<file path="src/design/vtle_pkg.sv">
// ----------------------------------------------------------------------------
// vtle_pkg
// shared types, constants and helpers of the linestring geometry encoder
// ----------------------------------------------------------------------------
package vtle_pkg;

	// default limits
	localparam int unsigned MaxPointsDefault  = 65536;
	localparam int unsigned QueueDepthDefault = 2;

	// fixed field widths
	localparam int unsigned WordW  = 32;
	localparam int unsigned CountW = 17;

	// geometry command and header codes
	localparam logic [WordW-1:0] CmdMoveToOne = 32'd9;
	localparam logic [2:0]       HdrLineTo    = 3'd2;

	// what the back end has to emit for one request
	typedef enum logic [1:0] {
		JOB_REJECT,
		JOB_FIRST,
		JOB_NEXT
	} job_kind_t;

	// one classified request travelling from front to back
	typedef struct packed {
		job_kind_t          kind;
		logic [WordW-1:0]   dx_zz;
		logic [WordW-1:0]   dy_zz;
		logic [CountW-1:0]  run;
	} job_t;

	// zigzag mapping of a two's complement delta
	function automatic logic [WordW-1:0] zigzag(input logic [WordW-1:0] d);
		return {d[WordW-2:0], 1'b0} ^ {WordW{d[WordW-1]}};
	endfunction

endpackage

</file>
<file path="src/design/vector_tile_linestring_encoder_top.sv">
// ----------------------------------------------------------------------------
// vector_tile_linestring_encoder_top
// zigzag delta encoder for linestring geometry of tiled vector maps
// ----------------------------------------------------------------------------
// Points stream in one per request and leave as 32-bit geometry words: the
// opening point of a line gives MoveTo(1), zigzag dx, zigzag dy and the LineTo
// header, later points give zigzag dx and dy, and a refused point gives one
// zero word flagged in m_tuser. The front takes a point every cycle while its
// queue (two entries by default) has room, and the first word of a point is
// held in a queue slot and then registered onto m_tdata. Throughput is set by
// the single output word port, one word per cycle while m_tready allows it.
// The cursor is kept in the front, so a new-feature flag or a new line takes
// effect without any drain.
// ----------------------------------------------------------------------------
module vector_tile_linestring_encoder_top #(
	parameter int unsigned MAX_POINTS  = vtle_pkg::MaxPointsDefault,
	parameter int unsigned QUEUE_DEPTH = vtle_pkg::QueueDepthDefault
) (
	input  logic         clk,
	input  logic         arst_n,
	input  logic         s_tvalid,
	output logic         s_tready,
	input  logic [87:0]  s_tdata,   // point_x, point_y, point_count, zero fill
	input  logic [1:0]   s_tuser,   // first_point, new_feature
	output logic         m_tvalid,
	input  logic         m_tready,
	output logic [31:0]  m_tdata,   // geometry_word
	output logic         m_tlast,   // last_of_item
	output logic [0:0]   m_tuser    // rejected
);

	vtle_pkg::job_t push_job, head_job;
	logic           q_push, q_pop, q_full, q_empty;

	// front: cursor, classification, deltas
	vtle_front #(
		.MAX_POINTS(MAX_POINTS)
	) u_front (
		.clk         (clk),
		.arst_n      (arst_n),
		.in_valid    (s_tvalid),
		.in_ready    (s_tready),
		.point_x     (s_tdata[31:0]),
		.point_y     (s_tdata[63:32]),
		.point_count (s_tdata[80:64]),
		.first_point (s_tuser[0]),
		.new_feature (s_tuser[1]),
		.q_full      (q_full),
		.q_push      (q_push),
		.q_job       (push_job)
	);

	// request queue
	vtle_queue #(
		.DEPTH(QUEUE_DEPTH)
	) u_queue (
		.clk      (clk),
		.arst_n   (arst_n),
		.push     (q_push),
		.push_job (push_job),
		.full     (q_full),
		.pop      (q_pop),
		.head_job (head_job),
		.empty    (q_empty)
	);

	// back: word serializer
	vtle_back u_back (
		.clk       (clk),
		.arst_n    (arst_n),
		.head_job  (head_job),
		.q_empty   (q_empty),
		.q_pop     (q_pop),
		.out_valid (m_tvalid),
		.out_ready (m_tready),
		.out_word  (m_tdata),
		.out_last  (m_tlast),
		.out_rej   (m_tuser[0])
	);

`ifndef SYNTHESIS
	// a refused point is a single zero word closing its request
	a_reject_word: assert property (@(posedge clk) disable iff (!arst_n)
		m_tvalid && m_tuser[0] |-> m_tlast && (m_tdata == '0))
		else $error("rejected word is not a lone zero word");

	// the back end never takes from an empty queue
	a_no_underflow: assert property (@(posedge clk) disable iff (!arst_n)
		q_pop |-> !q_empty)
		else $error("queue popped while empty");

	// the front end never writes into a full queue
	a_no_overflow: assert property (@(posedge clk) disable iff (!arst_n)
		q_push |-> !q_full)
		else $error("queue pushed while full");
`endif

endmodule

</file>
<file path="src/design/vtle_front.sv">
// ----------------------------------------------------------------------------
// vtle_front
// accepts points, keeps the cursor and the open-line count, classifies each
// request and forms its zigzag deltas for the queue
// ----------------------------------------------------------------------------
module vtle_front #(
	parameter int unsigned MAX_POINTS = vtle_pkg::MaxPointsDefault
) (
	input  logic                          clk,
	input  logic                          arst_n,
	input  logic                          in_valid,
	output logic                          in_ready,
	input  logic [vtle_pkg::WordW-1:0]    point_x,
	input  logic [vtle_pkg::WordW-1:0]    point_y,
	input  logic [vtle_pkg::CountW-1:0]   point_count,
	input  logic                          first_point,
	input  logic                          new_feature,
	input  logic                          q_full,
	output logic                          q_push,
	output vtle_pkg::job_t                q_job
);

	localparam int unsigned CntW = (MAX_POINTS > 2) ? $clog2(MAX_POINTS) : 1;

	logic [vtle_pkg::WordW-1:0] cursor_x_q, cursor_y_q;
	logic [CntW-1:0]            remain_q;

	logic [vtle_pkg::WordW-1:0] base_x, base_y, dx, dy;
	logic [31:0]                count_w, count_m1_w;
	logic                       bad_count, line_open;

	// handshake
	assign in_ready = !q_full;
	assign q_push   = in_valid && !q_full;

	// cursor after an optional new-feature clear
	assign base_x = new_feature ? '0 : cursor_x_q;
	assign base_y = new_feature ? '0 : cursor_y_q;
	assign dx     = point_x - base_x;
	assign dy     = point_y - base_y;

	// point count checks
	assign count_w    = 32'(point_count);
	assign count_m1_w = count_w - 32'd1;
	assign bad_count  = (count_w < 32'd2) || (count_w > 32'(MAX_POINTS));
	assign line_open  = (remain_q != '0);

	// classify the request
	always_comb begin
		q_job.dx_zz = vtle_pkg::zigzag(dx);
		q_job.dy_zz = vtle_pkg::zigzag(dy);
		q_job.run   = count_m1_w[vtle_pkg::CountW-1:0];
		priority if (first_point) begin
			q_job.kind = bad_count ? vtle_pkg::JOB_REJECT : vtle_pkg::JOB_FIRST;
		end else begin
			q_job.kind = line_open ? vtle_pkg::JOB_NEXT : vtle_pkg::JOB_REJECT;
		end
	end

	// cursor and remaining points
	always_ff @(posedge clk or negedge arst_n) begin
		if (!arst_n) begin
			cursor_x_q <= '0;
			cursor_y_q <= '0;
			remain_q   <= '0;
		end else if (q_push) begin
			if (first_point && !bad_count) begin
				cursor_x_q <= point_x;
				cursor_y_q <= point_y;
				remain_q   <= count_m1_w[CntW-1:0];
			end else if (!first_point && line_open) begin
				cursor_x_q <= point_x;
				cursor_y_q <= point_y;
				remain_q   <= remain_q - CntW'(1);
			end else begin
				cursor_x_q <= base_x;
				cursor_y_q <= base_y;
				if (first_point) begin
					remain_q <= '0;
				end
			end
		end
	end

endmodule

</file>
<file path="src/design/vtle_queue.sv">
// ----------------------------------------------------------------------------
// vtle_queue
// short fifo of classified requests between front and back
// ----------------------------------------------------------------------------
module vtle_queue #(
	parameter int unsigned DEPTH = vtle_pkg::QueueDepthDefault
) (
	input  logic             clk,
	input  logic             arst_n,
	input  logic             push,
	input  vtle_pkg::job_t   push_job,
	output logic             full,
	input  logic             pop,
	output vtle_pkg::job_t   head_job,
	output logic             empty
);

	localparam int unsigned PtrW = (DEPTH > 2) ? $clog2(DEPTH) : 1;
	localparam int unsigned CntW = $clog2(DEPTH + 1);

	vtle_pkg::job_t  slot_q [DEPTH];
	logic [PtrW-1:0] wr_ptr_q, rd_ptr_q;
	logic [CntW-1:0] count_q;

	assign full     = (count_q == CntW'(DEPTH));
	assign empty    = (count_q == '0);
	assign head_job = slot_q[rd_ptr_q];

	// storage
	always_ff @(posedge clk) begin
		if (push) begin
			slot_q[wr_ptr_q] <= push_job;
		end
	end

	// pointers and fill level
	always_ff @(posedge clk or negedge arst_n) begin
		if (!arst_n) begin
			wr_ptr_q <= '0;
			rd_ptr_q <= '0;
			count_q  <= '0;
		end else begin
			if (push) begin
				wr_ptr_q <= (wr_ptr_q == PtrW'(DEPTH - 1)) ? '0 : wr_ptr_q + PtrW'(1);
			end
			if (pop) begin
				rd_ptr_q <= (rd_ptr_q == PtrW'(DEPTH - 1)) ? '0 : rd_ptr_q + PtrW'(1);
			end
			if (push && !pop) begin
				count_q <= count_q + CntW'(1);
			end else if (pop && !push) begin
				count_q <= count_q - CntW'(1);
			end
		end
	end

endmodule

</file>
<file path="src/design/vtle_back.sv">
// ----------------------------------------------------------------------------
// vtle_back
// serializes each queued request into its geometry words through an
// output register
// ----------------------------------------------------------------------------
module vtle_back (
	input  logic                        clk,
	input  logic                        arst_n,
	input  vtle_pkg::job_t              head_job,
	input  logic                        q_empty,
	output logic                        q_pop,
	output logic                        out_valid,
	input  logic                        out_ready,
	output logic [vtle_pkg::WordW-1:0]  out_word,
	output logic                        out_last,
	output logic                        out_rej
);

	logic [1:0]                 idx_q;
	logic                       valid_q, last_q, rej_q;
	logic [vtle_pkg::WordW-1:0] word_q;

	logic                       load, take, last_word, rej_word;
	logic [vtle_pkg::WordW-1:0] word;

	assign load  = !valid_q || out_ready;
	assign take  = load && !q_empty;
	assign q_pop = take && last_word;

	// word selection for the current request and position
	always_comb begin
		word      = '0;
		last_word = 1'b1;
		rej_word  = 1'b0;
		unique case (head_job.kind)
			vtle_pkg::JOB_FIRST: begin
				unique case (idx_q)
					2'd0: word = vtle_pkg::CmdMoveToOne;
					2'd1: word = head_job.dx_zz;
					2'd2: word = head_job.dy_zz;
					default: word = {12'd0, head_job.run, vtle_pkg::HdrLineTo};
				endcase
				last_word = (idx_q == 2'd3);
			end
			vtle_pkg::JOB_NEXT: begin
				word      = (idx_q == 2'd0) ? head_job.dx_zz : head_job.dy_zz;
				last_word = (idx_q == 2'd1);
			end
			default: begin
				rej_word = 1'b1;
			end
		endcase
	end

	// position within the request
	always_ff @(posedge clk or negedge arst_n) begin
		if (!arst_n) begin
			idx_q   <= '0;
			valid_q <= 1'b0;
		end else begin
			if (take) begin
				idx_q <= last_word ? 2'd0 : idx_q + 2'd1;
			end
			if (load) begin
				valid_q <= !q_empty;
			end
		end
	end

	// output payload
	always_ff @(posedge clk) begin
		if (take) begin
			word_q <= word;
			last_q <= last_word;
			rej_q  <= rej_word;
		end
	end

	assign out_valid = valid_q;
	assign out_word  = word_q;
	assign out_last  = last_q;
	assign out_rej   = rej_q;

endmodule
</file>
<file path="config.mk">
export PLATFORM = sky130hd
export DESIGN_NAME = vector_tile_linestring_encoder_top
export DESIGN_NICKNAME = d
export VERILOG_FILES = /design/src/design/vtle_pkg.sv /design/src/design/vector_tile_linestring_encoder_top.sv /design/src/design/vtle_front.sv /design/src/design/vtle_queue.sv /design/src/design/vtle_back.sv
export SDC_FILE = /design/constraint.sdc
export NUM_CORES = 1
export LEC_CHECK = 0
export ABC_CLOCK_PERIOD_IN_PS = 5500
export BUFFER_PORTS_ARGS = -buffer_cell sky130_fd_sc_hd__clkbuf_2
export CAP_MARGIN = 20
export CORE_ASPECT_RATIO = 2
export CORE_UTILIZATION = 47
export DETAILED_ROUTE_END_ITERATION = 8
export PLACE_DENSITY = 0.65
export SKIP_CTS_REPAIR_TIMING = 1
export SLEW_MARGIN = 20
export SYNTH_ARGS = -nofsm -noshare
export SYNTH_HDL_FRONTEND = slang
export SYNTH_SLANG_ARGS = --single-unit
</file>
<file path="constraint.sdc">
create_clock -name clk -period 5.5 [get_ports clk]
set_input_delay 0.55 -clock clk [delete_from_list [all_inputs] [get_ports clk]]
set_output_delay 0.55 -clock clk [all_outputs]
set_load 0.05 [all_outputs]
</file>
* After elaboration in Yosys (flattened, before gate mapping)
Memory sizes are Yosys's and may differ from the RTL's. Cells that the tools add are included.
Storage, ports and cells: flip-flop bits (word level) 121, latch bits 0, RAM bits 166, memory bits (read-only) 0, input bits 94, memories 1
Memories:
- u_queue.slot_q | words 2, width 83, rd ports 1, clocked after Yosys merged registers in 0, wr ports 1, line vtle_queue.sv:21 | vtle_pkg::job_t slot_q [DEPTH];
Cells by class: add/subtract/negate cells 9, multiply operators 0, div/mod/pow operators 0, order comparisons 2, equal/unequal tests 6, shift-type cells 0, mux-type cells 24, bitwise gates (word level) 2, reduce and logical (&&, ||, !) cells 23
Operators with widths (count):
- 32-bit two-way mux | 7
- 32-bit case mux with 3 select lines | 1
- 32-bit case mux with 2 select lines | 1
- 32-bit subtractor | 2
- 32-bit XOR | 2
- 16-bit two-way mux | 3
- 17-bit > comparator (second input constant) | 1
- 17-bit by 2-bit < comparator with 1-bit output (second input constant) | 1
- 17-bit by 1-bit subtractor with 17-bit output (second input constant) | 1
- 16-bit nonzero test | 1
- 16-bit by 1-bit subtractor with 16-bit output (second input constant) | 1
- 2-bit two-way mux | 5
- 2-bit == test (second input constant) | 4
- 1-bit logical AND | 7
- 1-bit logical NOT | 7
- 1-bit two-way mux | 6
- 2-bit by 1-bit adder with 2-bit output (second input constant) | 2
- 2-bit by 1-bit == test with 1-bit output (second input constant) | 2
- 2-bit logical NOT | 2
- 3-bit nonzero test | 1
- 1-bit adder (second input constant) | 2
- 1-bit logical OR | 2
- 1-bit case mux with 2 select lines | 1
- 2-bit AND reduction | 1
- 3 further kinds | 3

* Logic depth before layout (Yosys ltp)
Gate-level depths: netlist of the first run.
depth in word-level cells 7, mapped depth 16, gate-level depth less buffers 12

* Hierarchy
A second synthesis of the first run with hierarchy kept.
Unflattened totals: cell total of the unflattened synthesis 1388, area, all modules 16819.9 um2
By module, submodules not included:
- vtle_front | times used 1, cells an instance 898, area an instance 7888.8 um2, seq. area each 2001.9 um2
- vtle_queue | times used 1, cells an instance 274, area an instance 6419.9 um2, seq. area each 5084.9 um2
- vtle_back | times used 1, cells an instance 216, area an instance 2511.2 um2, seq. area each 1096.1 um2

* Worst setup path before layout of the first run
OpenSTA, ideal clock, no wires.
path kind register -> register, start point reg u_queue.count_q[0], end point mem u_queue.slot_q[0][0] (netlist bit), enable pin, library setup time 0.525 ns, arrival 4.628 ns, slack 0.346 ns, stages on the path, launching flop included 4, period minus slack after synthesis 5.154 ns, cells stage by stage dfrtp_1 nand2b_1 nand2_1 nor2_1
Between the ends: cells in the longest elaborated chain, start to end 5
Ends and longest elaborated chain:
- start: declaration | line vtle_queue.sv:23 | logic [CntW-1:0] count_q;
- start signal: assignment | line vtle_queue.sv:50 | count_q <= count_q + CntW'(1);
- start signal: assignment | line vtle_queue.sv:52 | count_q <= count_q - CntW'(1);
- 2-bit == test | line vtle_queue.sv:25 | assign full = (count_q == CntW'(DEPTH));
- 1-bit logical NOT
- named net s_tready | line vector_tile_linestring_encoder_top.sv:22 | output logic s_tready,
- 1-bit logical AND | line vtle_front.sv:34 | assign q_push = in_valid && !q_full;
- 1-bit two-way mux | line vtle_queue.sv:31 | if (push) begin
- 1-bit two-way mux (not written as such) | line vtle_queue.sv:32 | slot_q[wr_ptr_q] <= push_job;
- end: declaration | line vtle_queue.sv:21
The timed path passes the listed nets, and every way through them passes these cells.

==> impl_metrics.tcl, run 1 <==
set metrics [dict create \
    grt_overflow 0 \
    gp_congestion 0.9070 \
    fmax_ghz 0.2487 \
    synth_seq_area_share 0.5040 \
    synth.area.top_cells "edfxtp_1, dfrtp_1, ha_1" \
    ant_nets 0 \
    final_common_cell "edfxtp_1" \
    synth_edf_count 200 \
    cts_tree "built" \
    drtPass1Iterations 5 \
    yosysTopAreaCell "edfxtp_1" \
    track_usage 0.2250 \
    drt_iter0_drc 591 \
    status "finished clean" \
    clockPowerShare 0.182 \
    crit_path_end_kind "flip-flop" \
    wl_um 39160 \
    critPathKind "input pin to flip-flop" \
    cts-buffers-inserted 27 \
    critPathMaxFanout 30 \
    dieArea_mm2 0.03533 \
    wl_per_cell_um 19.70 \
    num_vias 11390 \
    cp.arrival_ns 4.29 \
    grt_start_max_net_pins 67 \
    start_util 0.4809 \
    required_ns 5.77 \
    path_clk_slew_ns 0.07 \
    clkLatencyLatePin_ns 0.55 \
    timing.final.crit_share 0.7311 \
    setup_tns_ns 0 \
    final_area_mm2 0.01821 \
    hold_viol 0 \
    worst_pin_slew_ns 1.075 \
    p_int_uw 6638 \
    portBuffers 122 \
    drv_slew 0 \
    syn_area_per_cell_um2 11.39 \
    nets 1718 \
    area_growth_pct 12.19 \
    syn_area_mm2 0.01623 \
    core_area_mm2 0.03376 \
    yosysWarnings 0 \
    cp-start-kind "input pin" \
    synth_nets 1611 \
    io_pins 130 \
    maxSlewHeadroom 0.2821 \
    final_cell_mix "edfxtp_1, clkbuf_2, nor2_1" \
    hpwl_um 29050 \
    drc 0 \
    ys_ff_latch 287 \
    vias_per_cell 5.731 \
    post-place-ws_ns 0.9251 \
    switching_share 0.3946 \
    hold_slack_ns 0.2517 \
    vdd_drop_max_v 0.0004125 \
    ys_types 74 \
    p_leak_uw 0.007305 \
    dieWidth_um 133.4 \
    rsz0062_at_grt "false" \
    clock_path_buffers 3 \
    drive_above_1_share 0.1347 \
    cts_sinks 287 \
    power_switching_uw 4327 \
    postPlaceCellArea_mm2 0.01725 \
    synthArstFlopShare 0.3031 \
    cap_viol_max_count 0 \
    p_total_uw 10970 \
    p_comb_frac 0.444 \
    hp-class "input pin to flip-flop" \
    setup_viol 0 \
    grt_pass1_wl_um 62070 \
    htree_levels 1 \
    synth_top_area_frac 0.3699 \
    ys.flop_type "edfxtp_1" \
    die_y_um 264.8 \
    antenna_found_initial 0 \
    final.min_clock_period_ns 4.021 \
    power_density_mw_per_mm2 602.0 \
    rows 95 \
    root_buffer "clkbuf_16" \
    finalClockSkew_ns 0.01055 \
    first_global_vias 11750 \
    netlist_instances 1425 \
    insertedDiodeCount 0 \
    sequentialPowerShare 0.374 \
    fin_ws_ns 1.479 \
]
through the flow:
step,cells,utilization
floorplan,1425,-
global placement,1938,0.5111
detailed placement,1938,0.5111
CTS,1987,0.5393
global route,1988,0.5395
finish,1988,0.5395
path summary, 6_finish.rpt:
check                                             from                     end  slack (ns)  cells after the start
worst min-delay path                       s_tdata[47]  u_front.cursor_y_q[15]        0.25                      2
worst min register to register  u_front.cursor_x_q[16]  u_front.cursor_x_q[16]        0.50                      1
worst max register to register   u_front.cursor_y_q[0]   u_queue.slot_q[0][28]        1.59                     13
min in group asynchronous                       arst_n    u_front.remain_q[14]        0.45                      2
max in group asynchronous                       arst_n  u_front.cursor_x_q[30]        3.81                      3
worst max-delay path                        s_tuser[1]   u_queue.slot_q[1][70]        1.48                     14
power by group through the flow:
stage          combinational, uW  sequential [uW]  clock [uW]
6_report                    4870             4100        2000
3_5_place_dp                4880             4140           0
2_1_floorplan               3280             4470           0
3_3_place_gp                4780             4100           0
5_1_grt                     5300             4180        2120
4_1_cts                     4900             4100        2040
worst max-delay path: stages:
cell	delay [ns]
clkbuf_2	0.27
buf_4	0.34
buf_4	0.32
nand2b_1	0.14
ha_1	0.29
and3_1	0.24
a211oi_1	0.22
o21ai_0	0.13
or3_1	0.37
a31oi_2	0.27
mux2i_1	0.17
nor2_4	0.14
buf_4	0.39
xnor3_1	0.44
final cells by class:
type | instances | area (um2)
flip-flops and latches | 287 | 8187
inverters | 33 | 123.9
well taps | 436 | 545.5
fillers | 2949 | 15540
multi-input cells | 1044 | 7664
repair buffers | 139 | 743.2
clock buffers | 31 | 710.7
clock inverters | 18 | 240.2
routing by layer:
| layer | wire length, um | share of wire | global-route usage |
|---|---|---|---|
| met4 | 1397 | 0.036 | 0.08876 |
| met2 | 21750 | 0.56 | 0.4405 |
| met5 | 0 | 0 | 0 |
| met3 | 1233 | 0.031 | 0.01721 |
| met1 | 14780 | 0.38 | 0.2449 |
flip-flops by register name (all words and copies together), names as in the netlist, 2 cells and up:
register / cells
u_front.remain_q: 16
u_front.cursor_x_q: 32
u_queue.count_q: 2
u_back.out_word: 32
u_queue.slot_q: 166
u_front.cursor_y_q: 32
u_back.idx_q: 2
kinds of logic after synthesis:
kind of cell	synth area share
xor+xnor	0.07622
buf+inv	0.02659
mux	0.05595
flops	0.5040
simple gates	0.1123
fa+ha+maj	0.07183
compound gates	0.1531
synth_stat cells (36+ instances only):
library cell  count
mux2i_1          84
xnor2_1         102
edfxtp_1        200
a22o_1           70
dfrtp_1          87
nand2b_1         80
a21oi_1          86
nand2_1          79
nor2_1          110
clkbuf_1         36
o21ai_0          50
ha_1             90
(Power assumes the default switching activity.)
==> run 2: changes to the inputs <==
- ABC_CLOCK_PERIOD_IN_PS: 5500 -> 3500
- PLACE_DENSITY: 0.65 -> 0.68
- clock period: 5.5 -> 3.5 ns (I/O delays scaled with it)
==> impl_metrics.tcl, run 2 (synthesized netlist as in run 1, its figures left out) <==
set metrics [dict create \
    status "finished clean" \
    drive_above_1_share 0.2062 \
    cp-startpoint "u_front.cursor_x_q[2]" \
    cts_sinks 287 \
    cp.arrival_ns 3.62 \
    dieWidth_um 133.4 \
    r2r-start "u_front.cursor_x_q[2]" \
    critPathKind "flip-flop to flip-flop" \
    wl_per_cell_um 18.80 \
    crit_path_end_kind "flip-flop" \
    gp_congestion 0.8851 \
    cap_viol_max_count 0 \
    vias_per_cell 5.604 \
    final_cell_mix "edfxtp_1, buf_4, clkbuf_2" \
    clkLatencyLatePin_ns 0.56 \
    area_growth_pct 19.26 \
    fmax_ghz 0.3007 \
    first_global_vias 12420 \
    cts_tree "built" \
    drt_iter0_drc 597 \
    drtPass1Iterations 6 \
    ant_nets 0 \
    nets 1848 \
    vdd_drop_max_v 0.0005336 \
    grt_start_max_net_pins 84 \
    hp-class "input pin to flip-flop" \
    dieArea_mm2 0.03533 \
    setup_viol 0 \
    wl_um 39830 \
    required_ns 3.79 \
    fillers 2882 \
    rows 95 \
    antenna_found_initial 0 \
    cp-start-kind "flip-flop" \
    utilization 0.5735 \
    critPathMaxFanout 4 \
    cts-buffers-inserted 28 \
    drc 0 \
    insertedDiodeCount 0 \
    largest_reg_flops 166 \
    regMostFlops "u_queue.slot_q" \
    power_density_mw_per_mm2 930.1 \
    worst_pin_slew_ns 0.9932 \
    grt_pass1_wl_um 63550 \
    hpwl_um 29740 \
    regToRegSetupSlack_ns 0.17 \
    clock_path_buffers 3 \
    final_common_cell "edfxtp_1" \
    grt_overflow 0 \
    num_vias 11880 \
    finalClockSkew_ns 0.01235 \
    io_pins 130 \
    die_y_um 264.8 \
    hold_viol 0 \
    drv_slew 0 \
    core_area_mm2 0.03376 \
    track_usage 0.2303 \
    hold_start "s_tdata[56]" \
    p_total_uw 18010 \
    final.min_clock_period_ns 3.326 \
    root_buffer "clkbuf_16" \
    htree_levels 1 \
    portBuffers 122 \
    start_util 0.4809 \
    maxSlewHeadroom 0.3379 \
    path_clk_slew_ns 0.07 \
    timing.final.crit_share 0.9503 \
    p_leak_uw 0.007987 \
    rsz0062_at_grt "false" \
]
## run 2: cell types whose count changed in the layout (fill, tap and decap cells not counted), sizes merged
cell	previous run	this run
buf	17	146
clkbuf	152	155
clkinv	11	9
clkinvlp	2	1
inv	33	35
## run 2: per-stage QoR
| step | instances | setup TNS [ns] | setup WS (ns) | hold slack (ns) | cell area, um2 |
|---|---|---|---|---|---|
| final | 2119 | 0 | 0.1740 | 0.03945 | 19360 |
| after global routing | 2119 | 0 | 0.02644 | 0.03906 | 19360 |
| after CTS | 2117 | 0 | 0.01972 | -0.04456 | 19300 |
| after detailed placement | 2066 | -18.74 | -0.2229 | 0.4789 | 18330 |
| after global placement | 2066 | -12.25 | -0.1606 | 0.4749 | 18330 |
| after floorplan | 1425 | 0 | 0.003643 | 0.05441 | 16240 |
## run 2: power breakdown
group,switching (uW),internal (uW),total [uW]
sequential,543,5770,6320
combinational,5070,3430,8490
clock,1310,1890,3200
## run 2: worst paths after layout
kind                                           to  cells after the start
max                         u_queue.slot_q[1][80]                     12
min                        u_front.cursor_y_q[24]                      2
max reg2reg                 u_queue.slot_q[1][80]                     12
min reg2reg                u_front.cursor_x_q[31]                      1
max in group asynchronous  u_front.cursor_x_q[30]                      3
min in group asynchronous    u_front.remain_q[12]                      2
## run 2: area by class of cell
class	count	area, um2	area share
Sequential cell	287	8187	0.4228
Multi-Input combinational cell	1044	7710	0.3982
Timing Repair Buffer	268	1824	0.09422
Clock buffer	34	744.5	0.03845
Tap cell	436	545.5	0.02818
Clock inverter	17	226.5	0.01170
Inverter	33	123.9	0.006398
## run 2: metal layers
metal | up-vias | wire, um | global-route usage
met5 | - | 0 | 0
met4 | 0 | 1545 | 0.1029
met3 | 88 | 1212 | 0.02027
met2 | 267 | 22220 | 0.4474
met1 | 5771 | 14850 | 0.2470
li1 | 5749 | - | -
## run 2: worst max-delay path: stages (launching register included)
cell,delay (ns)
dfrtp_1,0.36
nand2b_1,0.07
ha_1,0.29
o211ai_1,0.20
a21oi_1,0.11
o21ai_1,0.33
a211oi_2,0.16
or3_1,0.46
a31oi_2,0.22
mux2i_1,0.31
nor2_4,0.11
inv_2,0.12
xnor3_1,0.33
